**config.mk**
```make
export PLATFORM = sky130hd
export DESIGN_NAME = hms_clock_with_button_adjust_unit_flat
export DESIGN_NICKNAME = d
export VERILOG_FILES = /design/src/design/hcba_pkg.sv /design/src/design/hcba_in_if.sv /design/src/design/hcba_out_if.sv /design/src/design/hcba_in_reg.sv /design/src/design/hcba_core.sv /design/src/design/hcba_out_reg.sv /design/src/design/hms_clock_with_button_adjust_unit.sv /design/src/flat_wrapper.sv
export SDC_FILE = /design/constraint.sdc
export NUM_CORES = 1
export LEC_CHECK = 0
export BUFFER_PORTS_ARGS = -buffer_cell sky130_fd_sc_hd__buf_2
export CORE_MARGIN = 3
export CORE_UTILIZATION = 35
export DETAILED_ROUTE_END_ITERATION = 12
export PLACE_DENSITY = 0.58
export SKIP_LAST_GASP = 1
export SYNTH_ARGS = -nofsm -noshare
export SYNTH_HDL_FRONTEND = slang
export SYNTH_SLANG_ARGS = --single-unit
```
**constraint.sdc**
```tcl
create_clock -name i_clk -period 3.8 [get_ports i_clk]
set_input_delay 0.38 -clock i_clk [delete_from_list [all_inputs] [get_ports i_clk]]
set_output_delay 0.38 -clock i_clk [all_outputs]
set_load 0.02 [all_outputs]
```
**src/design/hcba_pkg.sv**
```systemverilog
package hcba_pkg;

    localparam int unsigned SEC_W    = 6;
    localparam int unsigned MIN_W    = 6;
    localparam int unsigned HOUR_W   = 5;
    localparam int unsigned BRIGHT_W = 16;
    localparam int unsigned BTN_W    = 7;
    localparam int unsigned CODE_W   = 3;

    localparam logic [SEC_W-1:0]    SEC_LAST    = SEC_W'(59);
    localparam logic [MIN_W-1:0]    MIN_LAST    = MIN_W'(59);
    localparam logic [HOUR_W-1:0]   HOUR_LAST   = HOUR_W'(23);
    localparam logic [BRIGHT_W-1:0] BRIGHT_STEP = BRIGHT_W'(40);
    localparam logic [BRIGHT_W-1:0] PERIOD_RST  = BRIGHT_W'(400);
    localparam int unsigned         LED_DIV     = 5;

    typedef enum logic [CODE_W-1:0] {
        ADJ_NONE        = 3'd0,
        ADJ_BRIGHT_DOWN = 3'd1,
        ADJ_BRIGHT_UP   = 3'd2,
        ADJ_HOUR_DOWN   = 3'd3,
        ADJ_HOUR_UP     = 3'd4,
        ADJ_MIN_DOWN    = 3'd5,
        ADJ_MIN_UP      = 3'd6,
        ADJ_SEC_RESET   = 3'd7
    } t_adjust;

    typedef enum logic {
        FUNC_TICK   = 1'b0,
        FUNC_SAMPLE = 1'b1
    } t_func;

    typedef struct packed {
        logic             func;
        logic [BTN_W-1:0] buttons;
    } t_in_word;

    typedef struct packed {
        logic [SEC_W-1:0]    seconds;
        logic [MIN_W-1:0]    minutes;
        logic [HOUR_W-1:0]   hours;
        logic [BRIGHT_W-1:0] brightness;
        logic [CODE_W-1:0]   pending_code;
        logic                led_five_seconds;
        logic                led_minute;
    } t_out_word;

endpackage

```
**src/design/hcba_in_if.sv**
```systemverilog
interface hcba_in_if;
    import hcba_pkg::*;

    logic             valid;
    logic             ready;
    logic             func;
    logic [BTN_W-1:0] buttons;

    modport source (output valid, output func, output buttons, input ready);
    modport sink   (input valid, input func, input buttons, output ready);
endinterface

```
**src/design/hcba_out_if.sv**
```systemverilog
interface hcba_out_if;
    import hcba_pkg::*;

    logic                valid;
    logic                ready;
    logic [SEC_W-1:0]    seconds;
    logic [MIN_W-1:0]    minutes;
    logic [HOUR_W-1:0]   hours;
    logic [BRIGHT_W-1:0] brightness;
    logic [CODE_W-1:0]   pending_code;
    logic                led_five_seconds;
    logic                led_minute;

    modport source (
        output valid, output seconds, output minutes, output hours, output brightness,
        output pending_code, output led_five_seconds, output led_minute, input ready
    );
    modport sink (
        input valid, input seconds, input minutes, input hours, input brightness,
        input pending_code, input led_five_seconds, input led_minute, output ready
    );
endinterface

```
**src/design/hcba_in_reg.sv**
```systemverilog
module hcba_in_reg (
    input  logic              i_clk,
    input  logic              i_rst_n,
    hcba_in_if.sink           i_in,
    input  logic              i_advance,
    output logic              o_valid,
    output hcba_pkg::t_in_word o_word
);
    import hcba_pkg::*;

    logic     r_valid;
    t_in_word r_word;
    logic     w_ready;

    // take a new word when empty or when the held word moves on this cycle
    assign w_ready    = !r_valid || i_advance;
    assign i_in.ready = w_ready;

    always_ff @(posedge i_clk) begin
        if (!i_rst_n) begin
            r_valid <= 1'b0;
        end else if (w_ready) begin
            r_valid <= i_in.valid;
        end
    end

    always_ff @(posedge i_clk) begin
        if (w_ready && i_in.valid) begin
            r_word.func    <= i_in.func;
            r_word.buttons <= i_in.buttons;
        end
    end

    assign o_valid = r_valid;
    assign o_word  = r_word;
endmodule

```
**src/design/hcba_core.sv**
```systemverilog
module hcba_core (
    input  logic                          i_clk,
    input  logic                          i_rst_n,
    input  logic                          i_cfg_wr_en,
    input  logic [hcba_pkg::BRIGHT_W-1:0] i_cfg_wr_data,
    input  logic                          i_fire,
    input  hcba_pkg::t_in_word            i_word,
    output hcba_pkg::t_out_word           o_result
);
    import hcba_pkg::*;

    logic [BRIGHT_W-1:0] r_period;
    logic [SEC_W-1:0]    r_sec;
    logic [MIN_W-1:0]    r_min;
    logic [HOUR_W-1:0]   r_hour;
    logic [BRIGHT_W-1:0] r_bright;
    t_adjust             r_pending;
    logic                r_led_five;
    logic                r_led_min;

    logic [SEC_W-1:0]    n_sec;
    logic [MIN_W-1:0]    n_min;
    logic [HOUR_W-1:0]   n_hour;
    logic [BRIGHT_W-1:0] n_bright;
    t_adjust             n_pending;
    logic                n_led_five;
    logic                n_led_min;

    function automatic logic is_mult5(input logic [SEC_W-1:0] v);
        logic hit;
        hit = 1'b0;
        for (int k = 0; k * LED_DIV <= int'(SEC_LAST); k++) begin
            if (v == SEC_W'(k * LED_DIV)) hit = 1'b1;
        end
        return hit;
    endfunction

    always_ff @(posedge i_clk) begin
        if (!i_rst_n) begin
            r_period <= PERIOD_RST;
        end else if (i_cfg_wr_en) begin
            r_period <= i_cfg_wr_data;
        end
    end

    always_comb begin
        logic [SEC_W-1:0]    adj_sec;
        logic [MIN_W-1:0]    adj_min;
        logic [HOUR_W-1:0]   adj_hour;
        logic [BRIGHT_W:0]   up_sum;
        logic [BRIGHT_W-1:0] up_sat;

        adj_sec    = r_sec;
        adj_min    = r_min;
        adj_hour   = r_hour;
        n_sec      = r_sec;
        n_min      = r_min;
        n_hour     = r_hour;
        n_bright   = r_bright;
        n_pending  = r_pending;
        n_led_five = r_led_five;
        n_led_min  = r_led_min;
        up_sum     = {1'b0, r_bright} + {1'b0, BRIGHT_STEP};
        up_sat     = up_sum[BRIGHT_W] ? '1 : up_sum[BRIGHT_W-1:0];

        if (i_word.func == FUNC_TICK) begin
            // apply the waiting adjustment before the seconds advance
            unique case (r_pending)
                ADJ_BRIGHT_DOWN: n_bright = (r_bright >= BRIGHT_STEP)
                                            ? r_bright - BRIGHT_STEP : '0;
                ADJ_BRIGHT_UP:   n_bright = (up_sat >= r_period) ? r_period : up_sat;
                ADJ_HOUR_DOWN:   adj_hour = (r_hour == '0) ? HOUR_LAST : r_hour - 1'b1;
                ADJ_HOUR_UP:     adj_hour = (r_hour >= HOUR_LAST) ? '0 : r_hour + 1'b1;
                ADJ_MIN_DOWN:    adj_min  = (r_min == '0) ? MIN_LAST : r_min - 1'b1;
                ADJ_MIN_UP:      adj_min  = (r_min >= MIN_LAST) ? '0 : r_min + 1'b1;
                ADJ_SEC_RESET:   adj_sec  = '0;
                default:         ;
            endcase

            n_pending = ADJ_NONE;
            n_min     = adj_min;
            n_hour    = adj_hour;
            n_led_min = 1'b0;
            if (adj_sec >= SEC_LAST) begin
                n_sec     = '0;
                n_led_min = 1'b1;
                if (adj_min >= MIN_LAST) begin
                    n_min  = '0;
                    n_hour = (adj_hour >= HOUR_LAST) ? '0 : adj_hour + 1'b1;
                end else begin
                    n_min = adj_min + 1'b1;
                end
            end else begin
                n_sec = adj_sec + 1'b1;
            end
            n_led_five = is_mult5(n_sec);
        end else if (r_pending == ADJ_NONE) begin
            // lowest pressed button wins
            for (int b = BTN_W - 1; b >= 0; b--) begin
                if (i_word.buttons[b]) n_pending = t_adjust'(CODE_W'(b + 1));
            end
        end
    end

    always_ff @(posedge i_clk) begin
        if (!i_rst_n) begin
            r_sec      <= '0;
            r_min      <= '0;
            r_hour     <= '0;
            r_bright   <= '0;
            r_pending  <= ADJ_NONE;
            r_led_five <= 1'b0;
            r_led_min  <= 1'b0;
        end else if (i_fire) begin
            r_sec      <= n_sec;
            r_min      <= n_min;
            r_hour     <= n_hour;
            r_bright   <= n_bright;
            r_pending  <= n_pending;
            r_led_five <= n_led_five;
            r_led_min  <= n_led_min;
        end
    end

    always_comb begin
        o_result.seconds          = n_sec;
        o_result.minutes          = n_min;
        o_result.hours            = n_hour;
        o_result.brightness       = n_bright;
        o_result.pending_code     = n_pending;
        o_result.led_five_seconds = n_led_five;
        o_result.led_minute       = n_led_min;
    end
endmodule

```
**src/design/hcba_out_reg.sv**
```systemverilog
module hcba_out_reg (
    input  logic                i_clk,
    input  logic                i_rst_n,
    input  logic                i_valid,
    input  hcba_pkg::t_out_word i_result,
    output logic                o_advance,
    hcba_out_if.source          o_out
);
    import hcba_pkg::*;

    logic      r_valid;
    t_out_word r_result;

    // free when empty or when the held word is taken this cycle
    assign o_advance = !r_valid || o_out.ready;

    always_ff @(posedge i_clk) begin
        if (!i_rst_n) begin
            r_valid <= 1'b0;
        end else if (o_advance) begin
            r_valid <= i_valid;
        end
    end

    always_ff @(posedge i_clk) begin
        if (o_advance && i_valid) begin
            r_result <= i_result;
        end
    end

    assign o_out.valid            = r_valid;
    assign o_out.seconds          = r_result.seconds;
    assign o_out.minutes          = r_result.minutes;
    assign o_out.hours            = r_result.hours;
    assign o_out.brightness       = r_result.brightness;
    assign o_out.pending_code     = r_result.pending_code;
    assign o_out.led_five_seconds = r_result.led_five_seconds;
    assign o_out.led_minute       = r_result.led_minute;
endmodule

```
**src/design/hms_clock_with_button_adjust_unit.sv**
```systemverilog
// Channel   | Dir | Handshake      | Word
// ----------+-----+----------------+-------------------------------------------------
// i_in      | in  | valid / ready  | func, buttons
// o_out     | out | valid / ready  | seconds, minutes, hours, brightness,
//           |     |                | pending_code, led_five_seconds, led_minute
// i_cfg_*   | in  | write enable   | pwm_period (16 bit)
//
// One word per cycle sustained while the output is not stalled.
// Input register, combinational update logic on the clock state, then the result register.
// Synchronous active-low reset clears the time, brightness, pending code and LED flags,
// and sets the period to 400.
// A stalled output holds its word; the input register takes one more word only while it is empty.
module hms_clock_with_button_adjust_unit (
    input  logic                          i_clk,
    input  logic                          i_rst_n,
    hcba_in_if.sink                       i_in,
    hcba_out_if.source                    o_out,
    input  logic                          i_cfg_wr_en,
    input  logic [hcba_pkg::BRIGHT_W-1:0] i_cfg_wr_data
);
    import hcba_pkg::*;

    logic      w_in_valid;
    t_in_word  w_in_word;
    logic      w_advance;
    t_out_word w_result;

    hcba_in_reg u_in_reg (
        .i_clk     (i_clk),
        .i_rst_n   (i_rst_n),
        .i_in      (i_in),
        .i_advance (w_advance),
        .o_valid   (w_in_valid),
        .o_word    (w_in_word)
    );

    hcba_core u_core (
        .i_clk         (i_clk),
        .i_rst_n       (i_rst_n),
        .i_cfg_wr_en   (i_cfg_wr_en),
        .i_cfg_wr_data (i_cfg_wr_data),
        .i_fire        (w_in_valid && w_advance),
        .i_word        (w_in_word),
        .o_result      (w_result)
    );

    hcba_out_reg u_out_reg (
        .i_clk     (i_clk),
        .i_rst_n   (i_rst_n),
        .i_valid   (w_in_valid),
        .i_result  (w_result),
        .o_advance (w_advance),
        .o_out     (o_out)
    );
endmodule
```
**src/flat_wrapper.sv**
```systemverilog
// flat-port wrapper written by rule: the top's interface ports become plain ports
module hms_clock_with_button_adjust_unit_flat import hcba_pkg::*;
  (i_clk, i_rst_n, i_cfg_wr_en, i_cfg_wr_data, i_in_valid, i_in_func, i_in_buttons, i_in_ready, o_out_valid, o_out_seconds, o_out_minutes, o_out_hours, o_out_brightness, o_out_pending_code, o_out_led_five_seconds, o_out_led_minute, o_out_ready);
  hcba_in_if i_in_i ();
  hcba_out_if o_out_i ();
  input  logic i_clk;
  input  logic i_rst_n;
  input  logic i_cfg_wr_en;
  input  logic [hcba_pkg::BRIGHT_W-1:0] i_cfg_wr_data;
  input wire logic [$bits(i_in_i.valid)-1:0] i_in_valid;
  input wire logic [$bits(i_in_i.func)-1:0] i_in_func;
  input wire logic [$bits(i_in_i.buttons)-1:0] i_in_buttons;
  output wire logic [$bits(i_in_i.ready)-1:0] i_in_ready;
  output wire logic [$bits(o_out_i.valid)-1:0] o_out_valid;
  output wire logic [$bits(o_out_i.seconds)-1:0] o_out_seconds;
  output wire logic [$bits(o_out_i.minutes)-1:0] o_out_minutes;
  output wire logic [$bits(o_out_i.hours)-1:0] o_out_hours;
  output wire logic [$bits(o_out_i.brightness)-1:0] o_out_brightness;
  output wire logic [$bits(o_out_i.pending_code)-1:0] o_out_pending_code;
  output wire logic [$bits(o_out_i.led_five_seconds)-1:0] o_out_led_five_seconds;
  output wire logic [$bits(o_out_i.led_minute)-1:0] o_out_led_minute;
  input wire logic [$bits(o_out_i.ready)-1:0] o_out_ready;
  assign i_in_i.valid = i_in_valid;
  assign i_in_i.func = i_in_func;
  assign i_in_i.buttons = i_in_buttons;
  assign i_in_ready = i_in_i.ready;
  assign o_out_valid = o_out_i.valid;
  assign o_out_seconds = o_out_i.seconds;
  assign o_out_minutes = o_out_i.minutes;
  assign o_out_hours = o_out_i.hours;
  assign o_out_brightness = o_out_i.brightness;
  assign o_out_pending_code = o_out_i.pending_code;
  assign o_out_led_five_seconds = o_out_i.led_five_seconds;
  assign o_out_led_minute = o_out_i.led_minute;
  assign o_out_i.ready = o_out_ready;
  hms_clock_with_button_adjust_unit u_core (.i_clk(i_clk), .i_rst_n(i_rst_n), .i_in(i_in_i), .o_out(o_out_i), .i_cfg_wr_en(i_cfg_wr_en), .i_cfg_wr_data(i_cfg_wr_data));
endmodule
```
Word level (Yosys, flattened, before mapping)
Index checks and enable logic that the tools add are counted.
{"block": "classes", "n_shift": 0, "add_sub_neg": 9, "n_reduce_logical": 10, "mux": 49, "mul": 0, "n_bitwise": 0, "div": 0, "magnitude_cmp": 7, "n_eq_ne": 18}
{"operator": "$mux 6", "n": 11}
{"operator": "$mux 16", "n": 4}
{"operator": "$mux 5", "n": 7}
{"operator": "$pmux 16 s2", "n": 1}
{"operator": "$eq 6x6->1 const B", "n": 5}
{"operator": "$mux 3", "n": 9}
{"operator": "$add 6x1->6 const B", "n": 3}
{"operator": "$eq 6x5->1 const B", "n": 3}
{"operator": "$ge 6x6->1 const B", "n": 3}
{"operator": "$add 16x6->17 const B", "n": 1}
{"operator": "$ge 16x16->1", "n": 1}
{"operator": "$ge 16x6->1 const B", "n": 1}
{"operator": "$sub 16x6->16 const B", "n": 1}
{"operator": "$mux 1", "n": 15}
{"operator": "$eq 3x3->1 const B", "n": 4}
{"operator": "$eq 6x4->1 const B", "n": 2}
{"operator": "$logic_not 6->1", "n": 2}
{"operator": "$pmux 6 s2", "n": 1}
{"operator": "$add 5x1->5 const B", "n": 2}
{"operator": "$ge 5x5->1 const B", "n": 2}
{"operator": "$pmux 5 s2", "n": 1}
{"operator": "$eq 3x2->1 const B", "n": 2}
{"operator": "$eq 6x3->1 const B", "n": 1}
{"operator": "$sub 6x1->6 const B", "n": 1}
{"operator": "other kinds (7)", "n": 10}
{"block": "totals", "mem_bits_ro": 0, "reg_bits": 102, "latchBits": 0, "ramBits": 0, "n_memories": 0}

Logic depth before layout (Yosys ltp)
Gate-level depths: netlist of run 1.
{"block": "logic_depth", "depth_word": 20, "ltp_mapped": 17, "mapped_depth_nobuf": 14}

By module
A second synthesis of run 1 with hierarchy kept.
{"block": "hier_totals", "hier_cells": 759, "area_unflattened_um2": 6677.7}
{"module": "hcba_core", "area_each_um2": 5175.0, "cells_per_inst": 702, "instances": 1}
{"module": "hcba_out_reg", "area_each_um2": 1198.6, "cells_per_inst": 43, "instances": 1}
{"module": "hcba_in_reg", "area_each_um2": 297.8, "cells_per_inst": 13, "instances": 1}
{"module": "hms_clock_with_button_adjust_unit", "area_each_um2": 6.3, "cells_per_inst": 1, "instances": 1}

Least setup slack after synthesis of run 1
No wires, ideal clock.
{"block": "synth_path", "path_kind": "register to register", "startpoint": "reg u_core.u_core.r_bright[7]", "endpoint": "reg u_core.u_out_reg.r_result (netlist bit u_core.u_out_reg.o_out.brightness[10]) (data pin)", "setup_time_ns": 0.268, "synth_period_minus_slack_ns": 3.652, "stages_incl_launch_ff": 18, "arrival_time_ns": 3.384, "setup_slack_ns": 0.148, "path_cell_list": "dfxtp_1 -> buf_2 -> nand4_1 -> nor3b_2 -> nand4_1 -> or2_1 -> buf_4 -> nand2_1 -> ha_1 -> a211o_1 -> a21oi_1 -> o21ai_1 -> a2111oi_1 -> o21ai_1 -> buf_2 -> mux2_1 -> a21oi_1 -> o21ai_0"}
{"block": "synth_between", "elab_chain_cells": 6, "word_cells_on_any_way": 9, "cone_classes": "2 x add/sub; 2 x order compare; 5 x mux"}
{"item": "start: declaration", "line": "hcba_core.sv:16", "text": "logic [BRIGHT_W-1:0] r_bright;"}
{"item": "start signal: assignment", "line": "hcba_core.sv:118", "text": "r_bright <= n_bright;"}
{"item": "$add 16x6->17", "line": "hcba_core.sv:63", "text": "up_sum = {1'b0, r_bright} + {1'b0, BRIGHT_STEP};"}
{"item": "$mux 16", "line": "hcba_core.sv:64", "text": "up_sat = up_sum[BRIGHT_W] ? '1 : up_sum[BRIGHT_W-1:0];"}
{"item": "$ge 16x16->1", "line": "hcba_core.sv:71", "text": "ADJ_BRIGHT_UP: n_bright = (up_sat >= r_period) ? r_period : up_sat;"}
{"item": "$mux 16", "line": "hcba_core.sv:71"}
{"item": "$pmux 16 s2 *", "line": "hcba_core.sv:68", "text": "unique case (r_pending)"}
{"item": "$mux 16 *", "line": "hcba_core.sv:66", "text": "if (i_word.func == FUNC_TICK) begin"}
{"item": "named net u_core.u_core.n_bright[10]", "line": "hcba_core.sv:24", "text": "logic [BRIGHT_W-1:0] n_bright;"}
{"item": "end signal: assignment", "line": "hcba_out_reg.sv:27", "text": "r_result <= i_result;"}
{"item": "end: declaration", "line": "hcba_out_reg.sv:12", "text": "t_out_word r_result;"}
Mark *: on every way through the listed nets, which the timed path passes. The rest lies on a longest branch.
A chain may end at the register's enable or synchronous reset.

Worst setup path after layout of run 1
Ends and elaborated chain as after synthesis.

==> results by group, run 1 <==
Worst setup path
  • Worst setup startpoint: u_core.u_core.r_bright[7]
  • Reg2reg end: u_core.u_out_reg.o_out.brightness[10]
  • Reg-to-reg slack, setup: 0.22 ns
  • Critical Path RT: 3.90 ns
  • CP endpoint: u_core.u_out_reg.o_out.brightness[10]
  • CP max FO: 21
  • Critical Path AT: 3.68 ns
  • Worst reg-to-reg path cell count: 15
  • Critical path type: reg -> reg
  • R2R Path Start: u_core.u_core.r_bright[7]
  • Crit start category: flip-flop
  • Worst Setup End Kind: flip-flop

Logic synthesis
  • Flip-flop and latch count after synthesis: 102
  • Seq/Total Area, Yosys: 38.12%
  • Syn avg cell area: 8.591 um2
  • Cells after synthesis: 764
  • Primary FF master, synth: dfxtp_1
  • EDFF count, synth: 46
  • Post-synth cell types: 80
  • Netlist Area Pre-Place: 6564 um2
  • Synthesis Warnings: 0
  • Asr flop ratio synth: 0%
  • Syn nets: 818

Floorplan
  • Die Y: 142.9 um
  • Core area: 18210 um2
  • Width of the die: 142.9 um
  • Rows: 49
  • Die Area: 20430 um2
  • Initial core utilization: 36.05%
  • I/O pin count: 69

Global route
  • First-pass GRT wire length: 27.54 mm
  • Final global-route overflow total: 0
  • Pin count of the biggest net entering global routing: 60
  • Vias in the first global route: 5189
  • Initial antenna violation count: 0
  • Total GRT Usage: 16.99%

CTS
  • Max Buffers Root-to-Sink: 2
  • H-tree Lvls: 3
  • Inserted Clock Buffers: 9
  • Cts hold-fix bufs: 0
  • Root Buffer: clkbuf_16
  • Clk slew on worst S/H paths: 0.07 ns
  • CTS sink cnt: 102
  • CTS tree: built
  • Clock Latency Late Sink: 0.36 ns

Timing
  • Fin crit period: 3.582 ns
  • Final setup vio count: 0
  • Slew margin rel.: 57.99%
  • Total negative slack: 0 ns
  • Final Hold Viols: 0
  • Slew @ Worst Pin: 0.6301 ns
  • Tcrit/Tclk final: 94.27%
  • Clk_skew: 0.01029 ns
  • RSZ-0062 raised after global routing: no
  • Max Fclk: 279.2 MHz
  • Slew Limit Fails: 0

Routing
  • Drt initial violations: 382
  • Via count: 5652
  • Post-detailed-route count of antenna-violating nets: 0
  • Final wirelength: 17.13 mm
  • DR WL/cell: 16.16 um
  • DR vias/cell: 5.332
  • Drt first pass iters: 5
  • DRC errors left: 0

Final layout
  • Antenna Cells: 0
  • Fin nets: 880
  • Share of cells above drive strength 1: 19.49%
  • Finished Core Util: 41.39%
  • Layout area overhead: 14.81%

Placement
  • PortBufs: 68
  • Detailed placement HPWL: 12.57 mm
  • GP Congestion: 0.8866

Power
  • Sw Pwr: 0.6878 mW
  • P_int: 1.841 mW
  • Clk pwr share: 35.2%
  • Sequential group share of total power: 49.0%
  • Comb power frac: 15.8%
  • Leak: 2.984 nW
  • Cell Pwr Density: 335.6 nW/um2
  • Total power: 2.529 mW
  • Switching share of power: 27.20%
  • Worst VDD drop: 0.2049 mV

Flow run
  • Max cap viols: 0

Min path
  • Hold Crit Class: in -> reg

Run status
  • Run status: completed
==> area by class of cell <==
class / count / area, um2
Timing Repair Buffer: 105 / 643.1
Multi-Input combinational cell: 574 / 3696
Inverter: 34 / 127.6
Clock inverter: 3 / 20.02
Clock buffer: 13 / 260.3
Tap cell: 229 / 286.5
Fill cell: 1837 / 10670
Sequential cell: 102 / 2502
==> per-layer routing <==
metal	part of all wire (%)	GRT usage [%]
met2	45	26.41
met5	0	0
met3	4.4	2.780
met4	2.2	6.203
met1	48	23.87
==> power by group through the flow <==
stage	combinational (mW)	clock, mW	sequential [mW]
4_1_cts	0.400	0.919	1.24
6_report	0.399	0.891	1.24
2_1_floorplan	0.266	0	1.27
5_1_grt	0.445	0.967	1.24
3_3_place_gp	0.397	0	1.26
3_5_place_dp	0.398	0	1.26
==> worst min-delay path by stage <==
| stage | start | cells after the start | slack [ns] | end |
|---|---|---|---|---|
| 3_3_place_gp | u_core.u_core.r_led_min | 2 | 0.45 | u_core.u_core.r_led_min |
| 5_1_grt | i_in_buttons[3] | 1 | 0.19 | u_core.u_in_reg.o_word[3] |
| 3_5_place_dp | u_core.u_core.r_led_min | 2 | 0.45 | u_core.u_core.r_led_min |
| 2_1_floorplan | u_core.u_core.r_led_min | 2 | 0.44 | u_core.u_core.r_led_min |
| 6_report | i_in_buttons[6] | 1 | 0.20 | u_core.u_in_reg.o_word[6] |
| 4_1_cts | i_in_buttons[3] | 1 | 0.18 | u_core.u_in_reg.o_word[3] |
==> stage by stage <==
| stage | cell area (um2) | hold WS, ns | instances | setup slack (ns) |
|---|---|---|---|---|
| final | 7536 | 0.1961 | 1060 | 0.2178 |
| after global routing | 7536 | 0.1857 | 1060 | 0.01722 |
| after CTS | 7516 | 0.1846 | 1059 | 0.1304 |
| after detailed placement | 7236 | 0.4518 | 1043 | 0.1757 |
| after global placement | 7236 | 0.4452 | 1043 | 0.1620 |
| after floorplan | 6564 | 0.4366 | 764 | 0.1479 |
==> Yosys cell counts (all sizes together), types with 2 or more instances <==
library cell,number,area (um2)
nand3,18,95.09
o31ai,9,77.57
mux2i,23,230.2
nor3b,8,75.08
inv,33,123.9
a21o,7,53.80
nor4,6,37.54
and2,6,37.54
mux2,15,172.7
o2111a,3,33.78
o221ai,2,17.52
o21a,7,52.55
xnor2,8,70.07
buf,22,128.9
o21ba,10,100.1
o22ai,4,25.02
o31a,2,17.52
a22oi,3,22.52
nand2b,15,93.84
o211ai,13,97.59
nor4b,3,32.53
nor3,17,100.1
nand2,84,317.8
o32ai,2,17.52
a211oi,11,105.1
o211a,2,20.02
a31oi,6,37.54
dfxtp,56,1121
o311ai,3,41.29
o2bb2ai,4,35.03
a21oi,50,250.2
nand4,5,31.28
a32o,2,20.02
nand3b,5,37.54
or4,2,18.77
and3,3,18.77
ha,25,312.8
or2,3,18.77
nor2b,9,56.30
nor2,85,319.1
o21ai,66,330.3
clkbuf,32,121.4
edfxtp,46,1381
a211o,4,35.03
xor2,11,96.34
==> kinds of logic after synthesis <==
kind of cell	count (synthesis)	synth area share [%]
fa+ha+maj	26	4.918
compound gates	219	22.49
mux	38	6.138
simple gates	272	20.03
buf+inv	88	5.757
flops	102	38.12
xor+xnor	19	2.535
==> cells in the final DEF (no fill, tap or decap), drive strengths merged, types with 4 or more instances in the layout <==
cell type / count
buf: 105
nor2: 85
nand2: 84
o21ai: 66
dfxtp: 56
a21oi: 50
edfxtp: 46
inv: 33
ha: 25
mux2i: 23
nand3: 18
nor3: 17
nand2b: 15
mux2: 15
o211ai: 13
clkbuf: 13
xor2: 11
a211oi: 11
o21ba: 10
nor2b: 9
o31ai: 9
xnor2: 8
nor3b: 8
o21a: 7
a21o: 7
nor4: 6
a31oi: 6
and2: 6
nand4: 5
nand3b: 5
a211o: 4
o22ai: 4
o2bb2ai: 4
==> critical path, stage by stage, from the launching register on <==
cell and delay [ns]:
dfxtp_1 0.34, nand4_1 0.20, nor3b_2 0.28, nand4_1 0.14
or2_4 0.28, buf_4 0.16, nand2b_1 0.08, ha_1 0.22
o21ai_0 0.20, a211oi_1 0.12, a2111oi_2 0.38, o21ai_1 0.14
buf_12 0.18, mux2_1 0.37, a21oi_1 0.15, o21ai_0 0.08
==> sequential cells by signal, summed over array words and instances, names as in the netlist <==
signal                                   flops
u_core.u_out_reg.o_out.minutes               6
u_core.u_out_reg.o_out.valid                 1
u_core.u_core.r_min                          6
u_core.u_in_reg.o_valid                      1
u_core.u_out_reg.o_out.seconds               6
u_core.u_core.r_hour                         5
u_core.u_in_reg.o_word                       8
u_core.u_core.r_sec                          6
u_core.u_out_reg.o_out.brightness           16
u_core.u_out_reg.o_out.hours                 5
u_core.u_core.r_bright                      16
u_core.u_out_reg.o_out.led_five_seconds      1
u_core.u_out_reg.o_out.led_minute            1
u_core.u_core.r_led_five                     1
u_core.u_core.r_period                      16
u_core.u_core.r_led_min                      1
u_core.u_core.r_pending                      3
u_core.u_out_reg.o_out.pending_code          3
==> what timing repair did <==
| action | 4_1_cts | 5_1_grt |
|---|---|---|
| resized for setup | 0 | 3 |
| setup endpoints to repair | 0 | 20 |
| setup buffers | 0 | 1 |
Power figures use the tool's default switching activity.
==> run 2, diff against run 1 <==
- SYNTH_HIERARCHICAL: default -> 1
==> results by group, run 2 <==
Worst setup path
  • CP max FO: 20
  • Critical path type: reg -> reg
  • Critical Path AT: 3.62 ns
  • Critical Path RT: 3.89 ns
  • Worst Setup End Kind: flip-flop
  • Crit start category: flip-flop

Logic synthesis
  • Flip-flop and latch count after synthesis: 102
  • Primary FF master, synth: dfxtp_1
  • Syn avg cell area: 8.798 um2
  • Post-synth cell types: 82
  • Top-count cell post-synth: nand2_1
  • Synthesis Warnings: 6
  • Seq/Total Area, Yosys: 37.47%
  • Syn nets: 813
  • Cells after synthesis: 759
  • Netlist Area Pre-Place: 6678 um2
  • Post-synth top cells: 67 x nand2_1, 63 x o21ai_0, 56 x dfxtp_1
  • Asr flop ratio synth: 0%
  • EDFF count, synth: 46
  • Area contributors post-synth: edfxtp_1 21%, dfxtp_1 17%, o21ai_0 4.7%
  • Leading area contributor after synthesis: edfxtp_1
  • Share of the synthesized area in the top cell type: 20.69%

Power
  • P_int: 1.885 mW
  • Sequential group share of total power: 47.9%
  • Leak: 3.049 nW
  • Worst VDD drop: 0.2259 mV
  • Comb power frac: 18.2%
  • Total power: 2.627 mW
  • Clk pwr share: 33.9%
  • Cell Pwr Density: 349.6 nW/um2
  • Sw Pwr: 0.7426 mW
  • Switching share of power: 28.26%

Global route
  • Vias in the first global route: 5225
  • Total GRT Usage: 16.39%
  • First-pass GRT wire length: 27.12 mm
  • Initial antenna violation count: 0
  • Pin count of the biggest net entering global routing: 39
  • Final global-route overflow total: 0

Routing
  • DR WL/cell: 16.23 um
  • Top Metal Used: met4
  • Met3 routed WL: 854 um
  • WL met2: 7.774 mm
  • DRC errors left: 0
  • Via count: 5650
  • Final wirelength: 16.86 mm
  • DR vias/cell: 5.438
  • Drt initial violations: 466
  • Post-detailed-route count of antenna-violating nets: 0
  • Drt first pass iters: 5
  • M1 WL: 7.889 mm

Final layout
  • Finished Core Util: 41.00%
  • Fin nets: 859
  • Most frequent cells in the layout: 68 x buf_2, 67 x nand2_1, 63 x o21ai_0
  • Antenna Cells: 0
  • Layout area overhead: 12.55%
  • Commonest non-fill, non-tap cell in the layout: buf_2
  • Share of cells above drive strength 1: 19.01%

Timing
  • Fin crit period: 3.531 ns
  • Tcrit/Tclk final: 92.93%
  • Hold Slack: 0.1968 ns
  • Slew Limit Fails: 0
  • Clk_skew: 0.01152 ns
  • Total negative slack: 0 ns
  • RSZ-0062 raised after global routing: no
  • Final Hold Viols: 0
  • Final setup vio count: 0
  • Max Fclk: 283.2 MHz
  • Slew margin rel.: 41.73%
  • Slew @ Worst Pin: 0.8708 ns

CTS
  • Max Buffers Root-to-Sink: 2
  • Clock Latency Late Sink: 0.36 ns
  • CTS sink cnt: 102
  • Cts hold-fix bufs: 0
  • Inserted Clock Buffers: 9
  • CTS tree: built
  • Setup Buffers After CTS: 0
  • Clk slew on worst S/H paths: 0.07 ns
  • H-tree Lvls: 3
  • Resize count post-CTS: 0
  • Root Buffer: clkbuf_16

Floorplan
  • Core area: 18330 um2
  • Width of the die: 144.1 um
  • I/O pin count: 69
  • Rows: 49
  • Die Area: 20770 um2
  • Die Y: 144.1 um
  • Initial core utilization: 36.43%

Flow run
  • Max cap viols: 0

Min path
  • Hold Crit Class: in -> reg

Placement
  • PortBufs: 68
  • GP Congestion: 0.9003
  • Detailed placement HPWL: 12.22 mm

Run status
  • Run status: completed
[run 2: power by group through the flow]
| stage | Sequential (mW) | Clock (mW) | Combinational [mW] |
|---|---|---|---|
| 3_3_place_gp | 1.28 | 0 | 0.474 |
| 4_1_cts | 1.26 | 0.920 | 0.478 |
| 3_5_place_dp | 1.28 | 0 | 0.476 |
| 6_report | 1.26 | 0.892 | 0.477 |
| 5_1_grt | 1.27 | 0.959 | 0.530 |
| 2_1_floorplan | 1.29 | 0 | 0.330 |
[run 2: worst paths after layout]
check | cells after the start | slack, ns | to | start
worst min register to register | 2 | 0.47 | u_core/u_core/r_led_five | u_core/u_core/r_led_five
worst max register to register | 14 | 0.27 | u_core/u_out_reg/o_out.brightness[3] | u_core/u_core/r_bright[6]
worst min-delay path | 1 | 0.20 | u_core/u_in_reg/o_word[6] | i_in_buttons[6]
worst max-delay path | 14 | 0.27 | u_core/u_out_reg/o_out.brightness[3] | u_core/u_core/r_bright[6]
[run 2: cell type report]
class                      count  area (um2)
clock buffer                  11       252.7
clock inverter                 5       33.78
fill                        1832       10820
inverter                      41       153.9
multi-input combinational    560        3761
sequential                   102        2502
tap                          229       286.5
timing repair buffer          91       525.5
[run 2: kinds of logic after synthesis]
group	synth area share, %
AO/OA/AOI/OAI	21.57
multiplexers	6.689
XOR/XNOR	1.836
buffers and inverters	6.277
flip-flops	37.47
adder cells (fa/ha/maj)	4.684
AND/OR/NAND/NOR	21.47
[run 2: stage by stage]
step	area, um2	worst slack, ns	instances
3_5_place_dp	7229	0.3088	1023
5_1_grt	7516	0.05401	1039
6_report	7516	0.2688	1039
2_1_floorplan	6678	0.4414	759
3_3_place_gp	7229	0.3138	1023
4_1_cts	7516	0.2857	1039
[run 2: per-layer routing]
| metal | global-route usage, % | vias to the layer above |
|---|---|---|
| met4 | 5.203 | 0 |
| li1 | - | 2861 |
| met5 | 0 | - |
| met1 | 22.10 | 2621 |
| met2 | 26.48 | 142 |
| met3 | 3.241 | 26 |
[run 2: worst max-delay path, cell delays in order (launching register included)]
cell	delay, ns
dfxtp_1	0.36
and4_1	0.27
nand4_1	0.16
nor3_1	0.44
or2_2	0.22
ha_1	0.18
o21a_1	0.12
o211ai_1	0.08
o31a_1	0.31
o31ai_2	0.30
buf_12	0.21
o21ai_0	0.09
buf_4	0.18
a22oi_1	0.22
o22ai_1	0.12
